File: config.mk
export PLATFORM = sky130hd
export DESIGN_NAME = qrs_div
export DESIGN_NICKNAME = d
export VERILOG_FILES = /design/src/rtl/core/qrs_pkg.sv /design/src/rtl/core/qrs_div.sv
export SDC_FILE = /design/constraint.sdc
export NUM_CORES = 2
export LEC_CHECK = 0
export BUFFER_PORTS_ARGS = -buffer_cell sky130_fd_sc_hd__buf_2
export CAP_MARGIN = 30
export CELL_PAD_IN_SITES_DETAIL_PLACEMENT = 1
export CELL_PAD_IN_SITES_GLOBAL_PLACEMENT = 2
export CORE_MARGIN = 2
export CORE_UTILIZATION = 46
export CTS_CLUSTER_DIAMETER = 50
export DETAILED_ROUTE_END_ITERATION = 16
export GPL_TIMING_DRIVEN = 0
export PLACE_DENSITY = 0.9
export SYNTH_ARGS = -nofsm -noshare
export SYNTH_HDL_FRONTEND = slang
export SYNTH_SLANG_ARGS = --single-unit
File: constraint.sdc
create_clock -name clk -period 29.5 [get_ports clk]
set_input_delay 4.425 -clock clk [delete_from_list [all_inputs] [get_ports clk]]
set_output_delay 4.425 -clock clk [all_outputs]
set_load 0.02 [all_outputs]
File: src/rtl/core/qrs_pkg.sv
package qrs_pkg;

  localparam int SQ_STAGES = 9;
  localparam int SQ_STEPS  = 2;
  localparam int DIV_STAGES = 9;
  localparam int DIV_STEPS  = 4;

  localparam logic [1:0] CNT_NONE   = 2'd0;
  localparam logic [1:0] CNT_DOUBLE = 2'd1;
  localparam logic [1:0] CNT_TWO    = 2'd2;

  typedef struct packed {
    logic               valid;
    logic               invalid;
    logic [1:0]         count;
    logic signed [15:0] a;
    logic signed [15:0] b;
  } side_t;

  typedef struct packed {
    logic       valid;
    logic       invalid;
    logic [1:0] count;
    logic       neg_m;
    logic       neg_p;
  } flag_t;

endpackage

File: src/rtl/core/qrs_div.sv
module qrs_div (
  input  logic        clk,
  input  logic        en,
  input  logic [35:0] num,
  input  logic [16:0] den,
  output logic [35:0] quo
);

  typedef struct packed {
    logic [17:0] rem;
    logic [35:0] q;
    logic [35:0] n;
    logic [16:0] d;
  } dv_t;

  function automatic dv_t dv_step(dv_t x);
    dv_t y;
    y = x;
    for (int i = 0; i < qrs_pkg::DIV_STEPS; i++) begin
      y.rem = {y.rem[16:0], y.n[35]};
      y.n = {y.n[34:0], 1'b0};
      if (y.rem >= {1'b0, y.d}) begin
        y.rem = y.rem - {1'b0, y.d};
        y.q = {y.q[34:0], 1'b1};
      end else begin
        y.q = {y.q[34:0], 1'b0};
      end
    end
    return y;
  endfunction

  dv_t st [qrs_pkg::DIV_STAGES+1];

  assign st[0] = '{rem: 18'd0, q: 36'd0, n: num, d: den};

  for (genvar k = 1; k <= qrs_pkg::DIV_STAGES; k++) begin : g_stage
    always_ff @(posedge clk) begin
      if (en) begin
        st[k] <= dv_step(st[k-1]);
      end
    end
  end

  assign quo = st[qrs_pkg::DIV_STAGES].q;

endmodule

==> impl_metrics.toml <==
[run_status]
status = "finished clean"

[timing]
tightest_slew_ns = 0.9585
tns_ns = 0
slew_viol_final = 0
finalHoldViolCount = 0
finalSetupViolations = 0
skew_ns = 0.03732
max-slew-margin-rel_pct = 35.98
period_needed_ns = 15.87
rsz0062_at_grt = "no"
max_freq_ghz = 0.06300
layout_worst_path_cycle_share_pct = 53.81

[layout]
area_growth_pct = 10.40
drive_above_1_share_pct = 13.17
fin_nets = 6059
diodes = 0

[routing]
first_pass_iters = 7
drtIter0Drc = 1945
post-route-drc-count = 0
ant_nets = 0
wl_per_cell_um = 20.85
vias = 40340
drt_wl_total_um = 144600
post_drt_via_cell_ratio = 5.817

[synthesis]
synth_nets = 5876
synth-main-ff-cell = "edfxtp_1"
synth_edf_count = 596
seq_area_frac_synth_pct = 34.85
synth_warnings = 0
postSynthAreaPerCell_um2 = 9.894
ys_types = 91
netlist_instances = 5190
ys_ff_latch = 596
synth_async_sr_flop_share_pct = 0
synth_area_um2 = 51350

[grt]
grt_pass1_vias = 42190
globalRouteOverflowTotal = 0
grt_pass1_wl_um = 229200
track_usage_pct = 24.83
grt_max_degree = 131
antenna_found_initial = 0

[clock_tree]
htree_levels = 3
tritoncts = "built"
clkTransAtPathRegs_ns = 0.06
cts_setup_buffers = 0
clock-sinks = 596
post_cts_resized = 0
numCtsBuffers = 85
cts_root_buffer = "clkbuf_16"
clock_latency_ns = 0.69
clk_path_buf_depth = 3
hold_buffers = 0

[setup_path]
path_max_fanout = 10
crit_path_top_delay_cell = "a211oi_2"
cp-end-kind = "register"
r2r_slack_ns = 14.02
reg2reg_to = "st[208]"
cp.required_ns = 29.94
criticalPathCategory = "in -> reg"
crit_top_cell = "o21ai_0"
arrival_ns = 16.31
reg2reg_depth = 52
slowest_delay_ns = 0.69
cp-endpoint = "st[959]"
worst_setup_path_start_kind = "input pin"
reg2reg_from = "st[215]"
startpoint = "den[9]"

[die]
die_w_um = 338.1
io_pins = 91
die_area_um2 = 114300
die_h_um = 338.1
coreArea_um2 = 110700
rows = 122
initial_core_util_pct = 46.40

[run]
drv_cap = 0

[placement]
numPortBuffers = 90
hpwl_um = 115000
gp_congestion = 0.9310

[worst_hold_path]
hold_path.class = "reg -> reg"
-- how the worst min path moves through the flow --
stage          startpoint       to  slack (ns)  cells after the start
6_report          st[677]  st[574]        0.40                      0
5_1_grt           st[364]  st[261]        0.42                      0
4_1_cts           st[677]  st[574]        0.40                      0
3_5_place_dp      st[700]  st[597]        0.41                      0
3_3_place_gp      st[190]  quo[34]        0.40                      0
2_1_floorplan     st[166]  quo[10]        0.40                      0
-- logic make-up after synthesis --
group,share of synthesized area (%)
buffers and inverters,3.984
and+or+nand+nor,12.25
DFF,34.85
xor gates and xnor gates,7.266
adders and majority gates,15.87
AOI/OAI and AO/OA,17.16
muxes,8.616
-- stage by stage --
step	setup slack (ns)	util [%]	hold slack, ns	cells	instance area (um^2)
after global placement	13.08	48.49	0.4002	6768	53660
after global routing	12.46	51.23	0.4152	6934	56690
final	13.63	51.23	0.4036	6934	56690
after detailed placement	13.02	48.61	0.4052	6773	53790
after floorplan	15.91	-	0.4003	5190	51350
after CTS	13.68	51.22	0.3989	6933	56690
-- critical path: cells and delay by family --
kind	cells	cell delay, ns
AO/OA/AOI/OAI	21	5.93
buffers and inverters	7	2.57
AND/OR/NAND/NOR	8	1.59
adder cells (fa/ha/maj)	3	1.13
multiplexers	2	0.61
-- synth_stat cells, types with 37 or more instances --
| cell | instances | area, um^2 |
|---|---|---|
| nor2_1 | 322 | 1209 |
| ha_1 | 597 | 7470 |
| mux2_2 | 331 | 3727 |
| xor2_1 | 146 | 1279 |
| nand2_1 | 307 | 1152 |
| inv_1 | 368 | 1381 |
| xnor2_1 | 280 | 2452 |
| a211oi_1 | 47 | 352.8 |
| a21o_1 | 147 | 1104 |
| nand3_1 | 91 | 455.4 |
| nor3_1 | 101 | 505.5 |
| o21ai_0 | 328 | 1642 |
| buf_4 | 39 | 292.8 |
| o21bai_1 | 48 | 360.4 |
| clkbuf_1 | 42 | 157.7 |
| mux2i_1 | 52 | 520.5 |
| nand2b_1 | 61 | 381.6 |
| edfxtp_1 | 596 | 17900 |
| a31oi_1 | 37 | 231.5 |
| nand4_1 | 81 | 506.7 |
| nor2b_1 | 92 | 575.6 |
| o21a_1 | 89 | 668.1 |
| a21oi_1 | 406 | 2032 |
-- state kept, by name, indices dropped and copies added (netlist names) --
register	cells
st	560
quo	36
-- final cells by class --
cell class / instances / area (um^2)
Buffer: 114 / 638.1
Clock buffer: 96 / 2190
Clock inverter: 64 / 704.4
Fill cell: 12340 / 53980
Inverter: 375 / 1408
Multi-Input combinational cell: 4105 / 31410
Sequential cell: 596 / 17900
Tap cell: 1488 / 1862
Timing Repair Buffer: 96 / 585.6
-- metal layers --
layer / wire, um / vias up / track usage (%)
li1: - / 19740 / -
met1: 65690 / 19690 / 32.27
met2: 70040 / 671 / 43.30
met3: 4610 / 235 / 2.746
met4: 4232 / 0 / 7.459
met5: 0 / - / 0
-- cell usage in the layout, fill, tap and decap left out, types with 48 or more instances in the layout --
master	synthesis	layout
nor2_1	322	322
inv_1	368	368
edfxtp_1	596	596
xnor2_1	280	280
nor3_1	101	101
nand2_1	307	307
ha_1	597	597
nand4_1	81	81
o21bai_1	48	48
buf_2	21	110
mux2i_1	52	52
nor2b_1	92	92
a21o_1	147	147
mux2_2	331	331
clkbuf_1	42	52
nand2b_1	61	61
nand3_1	91	91
o21ai_0	328	328
a21oi_1	406	406
xor2_1	146	146
o21a_1	89	89
clkbuf_16	0	86
Power is left out: the tool's default activity adds up to more than one toggle a clock period on the data nets, which glitch-free logic cannot reach.
