[config.mk]
export PLATFORM = sky130hd
export DESIGN_NAME = qrs_front
export DESIGN_NICKNAME = d
export VERILOG_FILES = /design/src/rtl/core/qrs_pkg.sv /design/src/rtl/core/qrs_front.sv
export SDC_FILE = /design/constraint.sdc
export NUM_CORES = 2
export LEC_CHECK = 0
export BUFFER_PORTS_ARGS = -buffer_cell sky130_fd_sc_hd__buf_4
export CORE_ASPECT_RATIO = 0.75
export CORE_MARGIN = 2
export CORE_UTILIZATION = 35
export CTS_CLUSTER_DIAMETER = 150
export DETAILED_ROUTE_END_ITERATION = 7
export PLACE_DENSITY = 0.48
export SLEW_MARGIN = 40
export SYNTH_ARGS = -nofsm -noshare
export SYNTH_HDL_FRONTEND = slang
export SYNTH_SLANG_ARGS = --single-unit
[constraint.sdc]
create_clock -name clk -period 20.1 [get_ports clk]
set_input_delay 5.025 -clock clk [delete_from_list [all_inputs] [get_ports clk]]
set_output_delay 5.025 -clock clk [all_outputs]
set_load 0.005 [all_outputs]
[src/rtl/core/qrs_pkg.sv]
package qrs_pkg;

  localparam int SQ_STAGES = 9;
  localparam int SQ_STEPS  = 2;
  localparam int DIV_STAGES = 9;
  localparam int DIV_STEPS  = 4;

  localparam logic [1:0] CNT_NONE   = 2'd0;
  localparam logic [1:0] CNT_DOUBLE = 2'd1;
  localparam logic [1:0] CNT_TWO    = 2'd2;

  typedef struct packed {
    logic               valid;
    logic               invalid;
    logic [1:0]         count;
    logic signed [15:0] a;
    logic signed [15:0] b;
  } side_t;

  typedef struct packed {
    logic       valid;
    logic       invalid;
    logic [1:0] count;
    logic       neg_m;
    logic       neg_p;
  } flag_t;

endpackage

[src/rtl/core/qrs_front.sv]
module qrs_front (
  input  logic               clk,
  input  logic               rst,
  input  logic               en,
  input  logic               in_valid,
  input  logic signed [15:0] coef_a,
  input  logic signed [15:0] coef_b,
  input  logic signed [15:0] coef_c,
  output qrs_pkg::side_t     side,
  output logic [35:0]        disc
);

  logic               v1;
  logic signed [15:0] a1, b1;
  logic signed [31:0] bb, ac;
  logic signed [33:0] d;
  logic [1:0]         cnt;

  assign d = 34'(bb) - $signed({ac, 2'b00});

  always_comb begin
    if (a1 == 16'sd0) begin
      cnt = qrs_pkg::CNT_NONE;
    end else if (d < 0) begin
      cnt = qrs_pkg::CNT_NONE;
    end else if (d == 34'sd0) begin
      cnt = qrs_pkg::CNT_DOUBLE;
    end else begin
      cnt = qrs_pkg::CNT_TWO;
    end
  end

  always_ff @(posedge clk) begin
    if (rst) begin
      v1 <= 1'b0;
      side.valid <= 1'b0;
    end else if (en) begin
      v1 <= in_valid;
      side.valid <= v1;
    end
    if (en) begin
      a1 <= coef_a;
      b1 <= coef_b;
      bb <= 32'(coef_b) * 32'(coef_b);
      ac <= 32'(coef_a) * 32'(coef_c);
      side.invalid <= (a1 == 16'sd0);
      side.count <= cnt;
      side.a <= a1;
      side.b <= b1;
      disc <= (cnt == qrs_pkg::CNT_TWO) ? {2'b00, d} : 36'd0;
    end
  end

endmodule

==> flow_metrics.env <==
export IMPL_maxCapViolations=0
export IMPL_multi_input_area_um2=18300
export IMPL_dp_hpwl_mm=48.8
export IMPL_n_antenna_cell=0
export IMPL_nets=3411
export IMPL_drt_pass1_iterations=5
export IMPL_io_pin_count=124
export IMPL_slowest_delay_ns=0.76
export IMPL_crit_fanout=21
export IMPL_slowest_stage="fa_1"
export IMPL_rows=86
export IMPL_grt_util_all_layers_pct=16.8
export IMPL_syn_area_um2=25900
export IMPL_holdBufCountCts=0
export IMPL_gp_congestion=0.863
export IMPL_cts_tree="done"
export IMPL_dieArea_um2=76300
export IMPL_grt_max_degree=85
export IMPL_cts_sinks=164
export IMPL_antenna_left=0
export IMPL_cp_start_kind="input port"
export IMPL_synth_top_area_cell="fa_1"
export IMPL_fillerInstances=7374
export IMPL_cts_max_path_buffers=2
export IMPL_htree_levels=4
export IMPL_worstSkewPairLatency_ns=0.50
export IMPL_wirelength_mm=59.7
export IMPL_tns_ns=0
export IMPL_criticalPathCategory="input port to flop"
export IMPL_cts_root_buf="clkbuf_16"
export IMPL_synth_seq_area_share_pct=18.9
export IMPL_cpMostUsedCell="fa_1"
export IMPL_grt_first_pass_wirelength_mm=101
export IMPL_overflow=0
export IMPL_vias=17400
export IMPL_max_slew_worst_pin_slew_ns=0.791
export IMPL_maxSlewViolCount=0
export IMPL_vias_per_cell=4.78
export IMPL_portBuffers=120
export IMPL_required_ns=20.42
export IMPL_antenna_found_initial=2
export IMPL_cts_repair_resized=0
export IMPL_hp_class="flop to flop"
export IMPL_finClkSkew_ns=0.0118
export IMPL_drc_errors=0
export IMPL_ys_ff_latch=164
export IMPL_postCtsSetupRepairBufs=0
export IMPL_cts_buffers=17
export IMPL_rrSetupSlack_ns=15.68
export IMPL_fin_crit_ns=11.20
export IMPL_drtIter0Drc=873
export IMPL_async_reset_ff_share_pct=0
export IMPL_netlist_instances=2589
export IMPL_synth_cell_type_count=71
export IMPL_worstSetupEndpointType="flop"
export IMPL_core_area_um2=73400
export IMPL_max_freq_mhz=89.3
export IMPL_post_place_cells=3607
export IMPL_status="finished, final reports clean"
export IMPL_grt_pass1_vias=19000
export IMPL_setup_viol=0
export IMPL_hold_violations=0
export IMPL_yosysWarnings=0
export IMPL_synth_edf_count=162
export IMPL_maxSlewHeadroom_pct=46.8
export IMPL_ff_latch_area_um2=4900
export IMPL_drive_gt1_share_pct=6.55
export IMPL_initial_utilization_pct=35.3
export IMPL_rsz0062_at_grt="no"
export IMPL_arrival_ns=11.52
export IMPL_path_cells="buf_4 > inv_1 > nor2_1 > fa_1 > fa_1 > fa_1 > fa_1 > fa_1 > inv_1 > fa_1 > inv_1 > ha_1 > a21o_1 > a21o_1 > a21oi_1 > o21ai_0 > o41ai_1 > nor2b_1 > o21a_1 > o21a_1 > o311ai_1"
export IMPL_wl_per_cell_um=16.4
export IMPL_die_h_um=240
export IMPL_synth_top_cells_by_area="fa_1 38%, edfxtp_1 19%, ha_1 9.8%"
export IMPL_fin_crit_sh_pct=55.7
export IMPL_area_growth_synth_to_final_pct=9.35
export IMPL_die_w_um=318
export IMPL_syn_area_per_cell_um2=10.0
export IMPL_netlist_area_leader_share_pct=38.4
export IMPL_finalNonFillerCells=3639
export IMPL_synth_flop_cell="edfxtp_1"
export IMPL_clkSlewWorstSetupHoldPaths_ns=0.07
## cell families after synthesis
| group | after synthesis | share of synthesized area [%] |
|---|---|---|
| AO/OA/AOI/OAI | 254 | 6.46 |
| flip-flops | 164 | 18.9 |
| AND/OR/NAND/NOR | 631 | 11.9 |
| multiplexers | 4 | 0.169 |
| adder cells (fa/ha/maj) | 701 | 48.2 |
| buffers and inverters | 728 | 10.7 |
| other | 1 | 0.0145 |
| XOR/XNOR | 106 | 3.58 |
## registers in the layout (all words and copies together), names as in the netlist
signal / flops
v1: 1
ac: 32
bb: 30
side: 36
a1: 16
b1: 16
disc: 33
## layout by cell type, fill, tap and decap left out, types with 4 or more instances in the layout
cell       Yosys  layout
o21a_1        15      15
o2111ai_1      4       4
ha_1         204     204
nand4_1        9       9
conb_1         1       4
o22ai_1        4       4
and2_1       170     170
a21oi_1       76      76
inv_1        653     653
a21boi_0       5       5
fa_1         497     497
a211oi_1       8       7
nand2b_1      15      15
nor3_1        18      18
nor4_1         9       7
xor2_1        30      30
buf_4          5     120
a31o_2         5       5
or3_1          4       4
nand2_1      228     228
clkbuf_16      0      17
a21o_1        29      29
o21ai_0       47      47
a31oi_1        7       7
a211o_1        5       5
nor2b_1       23      23
xnor2_1       76      76
nand3_1       25      25
and3_1         5       5
edfxtp_1     162     162
o211ai_1       8       8
nor2_1       107     107
o21bai_1      11      11
inv_6          0       6
## area by class of cell
| cell class | count | share of cell area [%] |
|---|---|---|
| clock buffers | 17 | 1.50 |
| flip-flops and latches | 164 | 17.3 |
| well taps | 968 | 4.27 |
| clock inverters | 15 | 0.516 |
| inverters | 653 | 8.65 |
| multi-input cells | 1700 | 64.5 |
| repair buffers | 122 | 3.27 |
## worst max-delay path, delay by kind of cell
family                   cells  cell delay, ns
buffers and inverters        4            0.76
AO/OA/AOI/OAI                8            1.83
adder cells (fa/ha/maj)      7            3.57
AND/OR/NAND/NOR              2            0.30
## Yosys cell counts (all sizes together) (11+ instances only)
master,count
o21bai,11
o21ai,48
xnor2,76
nor2,107
o21a,16
inv,653
a21o,29
nand2b,15
nor3,21
ha,204
nor2b,23
nand2,228
a21oi,77
and2,170
xor2,30
clkbuf,60
fa,497
edfxtp,162
nand3,25
buf,15
## metrics by stage
| stage | setup WS [ns] | hold slack, ns | utilization [%] | area (um2) |
|---|---|---|---|---|
| 6_report | 8.90 | 0.420 | 38.6 | 28300 |
| 5_1_grt | 8.56 | 0.427 | 38.6 | 28300 |
| 4_1_cts | 8.99 | 0.423 | 38.6 | 28300 |
| 3_5_place_dp | 8.45 | 0.406 | 37.8 | 27800 |
| 3_3_place_gp | 8.50 | 0.400 | 37.8 | 27800 |
| 2_1_floorplan | 9.17 | 0.400 | - | 25900 |
## metal layers
metal | GRT usage [%] | vias up | wire [um]
met5 | 0 | - | 0
met2 | 26.5 | 284 | 27600
met3 | 2.38 | 48 | 2420
met1 | 24.3 | 9009 | 28800
met4 | 4.50 | 0 | 905
li1 | - | 8063 | -
## path summary, 6_finish.rpt
kind,startpoint,to,depth (start not counted)
worst max-delay path,coef_b[15],bb[30],21
worst min-delay path,b1[11],side[11],0
worst max register to register,bb[10],side[33],11
worst min register to register,b1[11],side[11],0
Power is not shown: default switching activity piles up to over one toggle a cycle in this logic, so the estimate is an artifact.
